### config.mk
export PLATFORM = sky130hd
export DESIGN_NAME = lru_cache_tag_store
export DESIGN_NICKNAME = d
export VERILOG_FILES = /design/src/rtl/lcts_pkg.sv /design/src/rtl/lru_cache_tag_store.sv /design/src/rtl/lcts_rank.sv
export VERILOG_INCLUDE_DIRS = /design/src /design/src/rtl
export SDC_FILE = /design/constraint.sdc
export NUM_CORES = 1
export LEC_CHECK = 0
export BUFFER_PORTS_ARGS = -buffer_cell sky130_fd_sc_hd__clkbuf_2
export CAP_MARGIN = 20
export CORE_MARGIN = 8
export CORE_UTILIZATION = 55
export CTS_CLUSTER_DIAMETER = 100
export DETAILED_ROUTE_END_ITERATION = 8
export GPL_TIMING_DRIVEN = 1
export PLACE_DENSITY = 0.74
export SLEW_MARGIN = 5
export SYNTH_ARGS = -nofsm -noshare
export SYNTH_HDL_FRONTEND = slang
export SYNTH_SLANG_ARGS = --single-unit
### constraint.sdc
create_clock -name clk -period 5.5 [get_ports clk]
set_clock_uncertainty 0.2 [all_clocks]
set_input_delay 0.825 -clock clk [delete_from_list [all_inputs] [get_ports clk]]
set_output_delay 0.825 -clock clk [all_outputs]
set_load 0.005 [all_outputs]
### src/rtl/lru_cache_tag_store_assert.svh
// Assertion macros shared by the tag store RTL files.
// Each macro expands to one labeled concurrent assertion on a clock and an active-low reset.
`ifndef LRU_CACHE_TAG_STORE_ASSERT_SVH
`define LRU_CACHE_TAG_STORE_ASSERT_SVH

// The condition holds at every clock edge outside reset.
`define LCTS_ASSERT_ALWAYS(label, clk, rst_n, cond, msg) \
	label: assert property (@(posedge clk) disable iff (!rst_n) (cond)) \
		else $error(msg);

// The consequent holds in the same cycle as the antecedent.
`define LCTS_ASSERT_SAME(label, clk, rst_n, ante, cons, msg) \
	label: assert property (@(posedge clk) disable iff (!rst_n) (ante) |-> (cons)) \
		else $error(msg);

// The consequent holds in the cycle after the antecedent.
`define LCTS_ASSERT_NEXT(label, clk, rst_n, ante, cons, msg) \
	label: assert property (@(posedge clk) disable iff (!rst_n) (ante) |=> (cons)) \
		else $error(msg);

`endif

### src/rtl/lcts_pkg.sv
// Package for the LRU cache tag store: sizes, sequencer states and control structs.
// Depends on nothing; used by lcts_rank and lru_cache_tag_store.
`default_nettype none

package lcts_pkg;

	localparam int CACHE_SLOTS = 16;
	localparam int KEY_BITS    = 32;
	localparam int KEY_PORT_W  = 32;
	localparam int SLOT_PORT_W = 4;
	localparam int SLOT_W      = $clog2(CACHE_SLOTS);
	localparam int RANK_W      = SLOT_W;
	localparam int CNT_W       = $clog2(CACHE_SLOTS + 1);

	typedef enum logic [1:0] {
		ST_IDLE,
		ST_SCAN,
		ST_DRAIN,
		ST_COMMIT
	} lcts_state_t;

	typedef enum logic [1:0] {
		RANK_HOLD,
		RANK_TOUCH,
		RANK_INSERT
	} rank_op_t;

	// Update request from the sequencer to the recency bank.
	typedef struct packed {
		rank_op_t            op;
		logic [SLOT_W-1:0]   slot;
		logic [SLOT_W-1:0]   evict_slot;
	} rank_cmd_t;

	// Status of the slot under scan plus the fill state of the store.
	typedef struct packed {
		logic valid;
		logic oldest;
		logic at_limit;
	} rank_look_t;

endpackage

`default_nettype wire

### src/rtl/lru_cache_tag_store.sv
// Top level of the fully associative LRU cache tag store.
// Depends on lcts_pkg, lcts_rank and the assertion macros in lru_cache_tag_store_assert.svh.
`default_nettype none
`include "lru_cache_tag_store_assert.svh"

// Channel   Handshake            Word
// request   start, busy          key
// result    done (strobe)        hit, slot, evicted_valid, evicted_key
//
// A request is taken at a clock edge with start high and busy low. The sequencer then
// reads the tag memory one slot per cycle and runs each tag through a single key
// comparator, so busy stays high through the scan of all slots, a drain state for the
// last registered read to reach the comparator, and a commit state. The result word
// shows with done in the cycle after commit; busy is already low then, so the next
// start may come in that very cycle, but no new request is taken while one is in
// progress. Reset clears the sequencer, valid bits, ranks and count at once; the tag
// memory is not cleared and needs no clearing pass. The receiver cannot stall the
// result, so done lasts exactly one cycle.

module lru_cache_tag_store (
	input  wire logic                           clk,
	input  wire logic                           arst_n,
	input  wire logic                           start,
	output      logic                           busy,
	input  wire logic [lcts_pkg::KEY_PORT_W-1:0]  key,
	output      logic                           done,
	output      logic                           hit,
	output      logic [lcts_pkg::SLOT_PORT_W-1:0] slot,
	output      logic                           evicted_valid,
	output      logic [lcts_pkg::KEY_PORT_W-1:0]  evicted_key
);
	import lcts_pkg::*;

	// Sequencer.
	lcts_state_t state_q, state_d;
	logic [SLOT_W-1:0] idx_q;
	logic accept;
	logic scan_en;
	logic commit;

	// Tag memory and the compare stage behind its registered read.
	logic [KEY_BITS-1:0] tag_mem [CACHE_SLOTS];
	logic [KEY_BITS-1:0] rd_tag_s1;
	logic                cmp_v_s1;
	logic [SLOT_W-1:0]   cmp_idx_s1;
	logic                key_match;

	// Per-request search results.
	logic [KEY_BITS-1:0] key_q;
	logic                found_q;
	logic [SLOT_W-1:0]   found_idx_q;
	logic                free_found_q;
	logic [SLOT_W-1:0]   free_idx_q;
	logic [SLOT_W-1:0]   old_idx_q;
	logic [KEY_BITS-1:0] old_key_q;

	// Result word.
	logic                   done_q;
	logic                   hit_q;
	logic [SLOT_W-1:0]      slot_q;
	logic                   ev_valid_q;
	logic [KEY_BITS-1:0]    ev_key_q;

	rank_cmd_t  rank_cmd;
	rank_look_t look;

	assign accept = start && !busy;

	// Next state.
	always_comb begin
		state_d = state_q;
		case (state_q)
			ST_IDLE: begin
				if (start) begin
					state_d = ST_SCAN;
				end
			end
			ST_SCAN: begin
				if (idx_q == SLOT_W'(CACHE_SLOTS - 1)) begin
					state_d = ST_DRAIN;
				end
			end
			ST_DRAIN: begin
				state_d = ST_COMMIT;
			end
			ST_COMMIT: begin
				state_d = ST_IDLE;
			end
			default: begin
				state_d = ST_IDLE;
			end
		endcase
	end

	// Sequencer outputs.
	always_comb begin
		busy    = 1'b1;
		scan_en = 1'b0;
		commit  = 1'b0;
		case (state_q)
			ST_IDLE: begin
				busy = 1'b0;
			end
			ST_SCAN: begin
				scan_en = 1'b1;
			end
			ST_DRAIN: begin
			end
			ST_COMMIT: begin
				commit = 1'b1;
			end
			default: begin
			end
		endcase
	end

	always_ff @(posedge clk or negedge arst_n) begin
		if (!arst_n) begin
			state_q  <= ST_IDLE;
			idx_q    <= '0;
			cmp_v_s1 <= 1'b0;
			done_q   <= 1'b0;
		end else begin
			state_q  <= state_d;
			cmp_v_s1 <= scan_en;
			done_q   <= commit;
			if (accept) begin
				idx_q <= '0;
			end else if (scan_en) begin
				idx_q <= idx_q + SLOT_W'(1);
			end
		end
	end

	// Tag memory: one read per scan cycle, one write when a missed key is committed.
	always_ff @(posedge clk) begin
		if (scan_en) begin
			rd_tag_s1 <= tag_mem[idx_q];
		end
		if (commit && !found_q) begin
			tag_mem[free_idx_q] <= key_q;
		end
	end

	always_ff @(posedge clk) begin
		if (scan_en) begin
			cmp_idx_s1 <= idx_q;
		end
	end

	// The one shared comparator: the tag read out this cycle against the request key.
	assign key_match = (rd_tag_s1 == key_q);

	// Collect the first hit, the lowest free slot and the least recent entry as the
	// slots stream past. Ranks and valid bits do not change during a scan.
	always_ff @(posedge clk) begin
		if (accept) begin
			key_q        <= KEY_BITS'(key);
			found_q      <= 1'b0;
			found_idx_q  <= '0;
			free_found_q <= 1'b0;
			free_idx_q   <= '0;
			old_idx_q    <= '0;
			old_key_q    <= '0;
		end else if (cmp_v_s1) begin
			if (look.valid && !found_q && key_match) begin
				found_q     <= 1'b1;
				found_idx_q <= cmp_idx_s1;
			end
			if (!look.valid && !free_found_q) begin
				free_found_q <= 1'b1;
				free_idx_q   <= cmp_idx_s1;
			end
			if (look.oldest) begin
				old_idx_q <= cmp_idx_s1;
				old_key_q <= rd_tag_s1;
			end
		end
	end

	// Recency update at commit: a hit moves the found entry to the front, a miss
	// inserts at the free slot and, when the store would be full, drops the oldest.
	always_comb begin
		rank_cmd.op         = RANK_HOLD;
		rank_cmd.slot       = found_q ? found_idx_q : free_idx_q;
		rank_cmd.evict_slot = old_idx_q;
		if (commit) begin
			rank_cmd.op = found_q ? RANK_TOUCH : RANK_INSERT;
		end
	end

	lcts_rank u_rank (
		.clk      (clk),
		.arst_n   (arst_n),
		.look_idx (cmp_idx_s1),
		.cmd      (rank_cmd),
		.look     (look)
	);

	// Result word, registered at commit.
	always_ff @(posedge clk) begin
		if (commit) begin
			hit_q      <= found_q;
			slot_q     <= found_q ? found_idx_q : free_idx_q;
			ev_valid_q <= !found_q && look.at_limit;
			ev_key_q   <= (!found_q && look.at_limit) ? old_key_q : '0;
		end
	end

	assign done          = done_q;
	assign hit           = hit_q;
	assign slot          = SLOT_PORT_W'(slot_q);
	assign evicted_valid = ev_valid_q;
	assign evicted_key   = KEY_PORT_W'(ev_key_q);

	`LCTS_ASSERT_SAME(a_done_when_idle, clk, arst_n, done_q, state_q == ST_IDLE, "result strobe outside idle")
	`LCTS_ASSERT_SAME(a_hit_no_evict, clk, arst_n, done_q && hit_q, !ev_valid_q && (ev_key_q == '0), "eviction reported on a hit")
	`LCTS_ASSERT_NEXT(a_accept_goes_busy, clk, arst_n, accept, busy && (idx_q == '0), "accepted request did not start a scan")
	`LCTS_ASSERT_SAME(a_commit_has_slot, clk, arst_n, commit, found_q || free_found_q, "commit without a hit or a free slot")

endmodule

`default_nettype wire

### src/rtl/lcts_rank.sv
// Recency bank: valid bits, per-slot recency ranks and the resident count.
// Depends on lcts_pkg and on the assertion macros in lru_cache_tag_store_assert.svh.
`default_nettype none
`include "lru_cache_tag_store_assert.svh"

module lcts_rank (
	input  wire logic                      clk,
	input  wire logic                      arst_n,
	input  wire logic [lcts_pkg::SLOT_W-1:0] look_idx,
	input  wire lcts_pkg::rank_cmd_t       cmd,
	output      lcts_pkg::rank_look_t      look
);
	import lcts_pkg::*;

	logic [CACHE_SLOTS-1:0] valid_q;
	logic [RANK_W-1:0]      rank_q [CACHE_SLOTS];
	logic [CNT_W-1:0]       count_q;
	logic                   at_limit;

	// Rank 0 is the most recent entry; the least recent one holds count minus one.
	assign at_limit      = (count_q == CNT_W'(CACHE_SLOTS - 1));
	assign look.valid    = valid_q[look_idx];
	assign look.oldest   = valid_q[look_idx] &&
		(CNT_W'(rank_q[look_idx]) == count_q - CNT_W'(1));
	assign look.at_limit = at_limit;

	always_ff @(posedge clk or negedge arst_n) begin
		if (!arst_n) begin
			valid_q <= '0;
			count_q <= '0;
			for (int s = 0; s < CACHE_SLOTS; s++) begin
				rank_q[s] <= '0;
			end
		end else begin
			case (cmd.op)
				RANK_TOUCH: begin
					for (int s = 0; s < CACHE_SLOTS; s++) begin
						if (SLOT_W'(s) == cmd.slot) begin
							rank_q[s] <= '0;
						end else if (valid_q[s] && (rank_q[s] < rank_q[cmd.slot])) begin
							rank_q[s] <= rank_q[s] + RANK_W'(1);
						end
					end
				end
				RANK_INSERT: begin
					for (int s = 0; s < CACHE_SLOTS; s++) begin
						if (SLOT_W'(s) == cmd.slot) begin
							valid_q[s] <= 1'b1;
							rank_q[s]  <= '0;
						end else if (at_limit && (SLOT_W'(s) == cmd.evict_slot)) begin
							valid_q[s] <= 1'b0;
							rank_q[s]  <= '0;
						end else if (valid_q[s]) begin
							rank_q[s] <= rank_q[s] + RANK_W'(1);
						end
					end
					if (!at_limit) begin
						count_q <= count_q + CNT_W'(1);
					end
				end
				default: begin
				end
			endcase
		end
	end

	`LCTS_ASSERT_ALWAYS(a_count_matches_valid, clk, arst_n, $countones(valid_q) == 32'(count_q), "resident count disagrees with valid bits")
	`LCTS_ASSERT_ALWAYS(a_count_below_size, clk, arst_n, count_q < CNT_W'(CACHE_SLOTS), "resident count reached the slot count")
	`LCTS_ASSERT_NEXT(a_updated_slot_valid, clk, arst_n, cmd.op != RANK_HOLD, valid_q[$past(cmd.slot)], "touched or inserted slot is not valid")

endmodule

`default_nettype wire
==> results by group <==
Outcome
  • Status: completed

Final layout
  • Most frequent cells in the layout: edfxtp_1 (618), mux4_2 (176), nand2_1 (128)
  • Share of cells above drive strength 1: 21.0%
  • Most common cell after layout, fill and taps aside: edfxtp_1
  • Nets@finish: 2223
  • Layout area overhead: 11.9%
  • Antenna diodes: 0
  • Non-Filler Instances: 2948

Critical path
  • CP Class: flop to flop
  • CP Launch Point: found_idx_q[1]
  • Data arrival, critical path: 4950 ps
  • Crit-path max cell delay: 530 ps
  • Delay-heaviest family, CP: compound AO/OA/AOI/OAI gates
  • Critical-path cell list: mux2i_2 > buf_4 > inv_2 > mux2i_1 > mux4_2 > mux2_2 > ha_1 > a2111oi_0 > a21boi_0 > o21ai_0 > o211ai_1 > or4_1 > o21ai_0
  • CP Max Fanout: 24
  • CP endpoint kind: flop
  • Reg-to-Reg Start: found_idx_q[1]
  • Buf/Inv on CP: 2
  • Critical path's most frequent cell: o21ai_0
  • Slowest stage cell, crit path: a2111oi_0
  • Critical Path RT: 5830 ps
  • CP Launch Type: flop

Clock network
  • CTS Buffer Depth: 3
  • Cts bufs inserted: 77
  • H-tree depth reported by CTS: 3
  • CTS Sinks: 757
  • CTS tree: built
  • CTS root buffer: clkbuf_16
  • Worst-Skew Late Latency: 640 ps
  • Post-CTS sizing: 0
  • Clock transition at the registers of the reported paths: 70 ps
  • CTS Hold Buffers Added: 0
  • Post-CTS Setup Inserts: 0

Detailed routing
  • Vias/cell: 6.56
  • DRC: 0
  • Iter 0 DRT Violations: 2096
  • Via count: 19300
  • Total Wirelength: 81.9 mm
  • Drt wl/cell: 27.8 um
  • Post-route ant nets: 0
  • Pre-antenna DRT Iters: 5

Power
  • Worst VDD drop: 342 uV
  • Total power: 19.3 mW
  • PD cells: 522 mW/mm^2
  • Leakage power: 12.7 nW

Yosys
  • Post-Synthesis Cell Area: 0.0330 sq mm
  • Most area-consuming cells after synthesis: edfxtp_1 (56%), mux4_2 (12%), dfrtp_1 (7.1%)
  • Syn Inst Count: 2007
  • Ys flop type: edfxtp_1
  • Number of flops mapped to enable cells by yosys: 618
  • Area leader, netlist: edfxtp_1
  • Synth cell types: 75
  • Ys async rst share: 12.3%
  • Sequential share of the synthesized area: 66.1%
  • Syn_area_per_cell: 16.4 sq um
  • Syn nets: 2115
  • Flops & latches, synth: 757
  • Synth top area share: 56.3%
  • Yosys warning total: 0

Global routing
  • Initial antenna violation count: 0
  • Largest net degree at the start of global routing: 56
  • Overall global routing resource usage: 24.2%
  • Vias in the first global route: 19400
  • First-pass GRT wire length: 122 mm
  • Total congestion overflow: 0

Hold path
  • HP Class: primary input to asynchronous set/reset pin

Timing
  • Worst slew pin tran: 1200 ps
  • Worst rel slew slack: 19.6%
  • Endpoints failing hold: 0
  • Fmax achieved: 216 MHz
  • Period Utilization, post-route: 84.0%
  • Endpoints failing setup: 0
  • Max Slew Vio Count: 0
  • Final Critical Period: 4620 ps
  • Setup_tns: 0 ps
  • RSZ-0062 raised after global routing: no

Floorplan
  • Initial core utilization: 55.8%
  • Core area: 0.0591 sq mm
  • Row count: 89
  • I/O pin cnt: 75
  • Die H: 261 um
  • Die W: 261 um
  • Die area: 0.0681 sq mm

Flow run
  • Number of max-cap violations: 0

Place
  • Port Buf Inserts: 74
  • # placed instances: 2808
  • GPL Wtd Cong: 0.970
  • DP HPWL: 47.9 mm
## area by class of cell
class                      count  area, sq um
fill                        4023        22200
sequential                   757        21800
multi-input combinational   1110        10600
clock buffer                 110         2110
tap                          773          967
timing repair buffer         118          778
clock inverter                29          413
inverter                      51          191
## kinds of logic after synthesis
logic type               count (synthesis)  share of synthesized area [%]
AO/OA/AOI/OAI                          295                           6.13
XOR/XNOR                                43                           1.16
adder cells (fa/ha/maj)                 73                           2.77
buffers and inverters                  140                           2.13
flip-flops                             757                           66.1
multiplexers                           263                           15.2
AND/OR/NAND/NOR                        436                           6.43
## per-layer routing
layer / GRT usage [%] / vias to the layer above / share of wire, %
met3: 3.81 / 197 / 8.8
met5: 0 / - / 0
li1: - / 8216 / -
met1: 33.4 / 9866 / 40
met2: 38.8 / 1065 / 48
met4: 9.15 / 0 / 3.3
## flip-flops by register name (all words and copies together), names as in the netlist, 5 cells and up
register        flops
evicted_key        32
key_q              32
old_key_q          32
rd_tag_s1          32
tag_mem           512
u_rank.count_q      5
u_rank.rank_q      64
u_rank.valid_q     16
## power by group
part,switching [mW],leakage [nW],total (mW),internal (mW)
clock network,2.20,1.22,5.24,3.04
registers,1.13,7.11,8.33,7.20
logic,3.08,4.42,5.69,2.61
## synth_stat cells, types with 16 or more instances
cell type	count
inv_1	47
dfxtp_1	46
edfxtp_1	618
a21oi_1	39
mux2i_1	66
nor2_1	109
o21ai_0	76
dfrtp_1	93
a211oi_1	16
clkbuf_1	49
a31oi_1	18
nand3_1	40
nor3_1	21
xnor2_1	20
mux4_2	176
nand2_1	128
and2_1	35
ha_1	73
a21o_1	36
xor2_1	22
## final timing paths
path	endpoint	slack (ps)	depth (start not counted)
setup / recovery	u_rank.rank_q[58]	880	13
min in group clk	key_q[17]	170	1
hold / removal	u_rank.rank_q[24]	20	1
setup reg to reg	u_rank.rank_q[58]	880	13
hold reg to reg	cmp_idx_s1[3]	270	0
max in group asynchronous	idx_q[0]	3950	2
## through the flow
stage	util (%)	hold slack [ps]	setup WS (ps)	cell area, sq um
after detailed placement	58.1	258	1020	34400
after global placement	58.1	254	1030	34400
after CTS	62.4	30.4	981	36900
final	62.4	24.9	878	36900
after floorplan	-	209	27.0	33000
after global routing	62.4	73.4	444	36900
No activity file was read; power rests on OpenSTA's default activity.
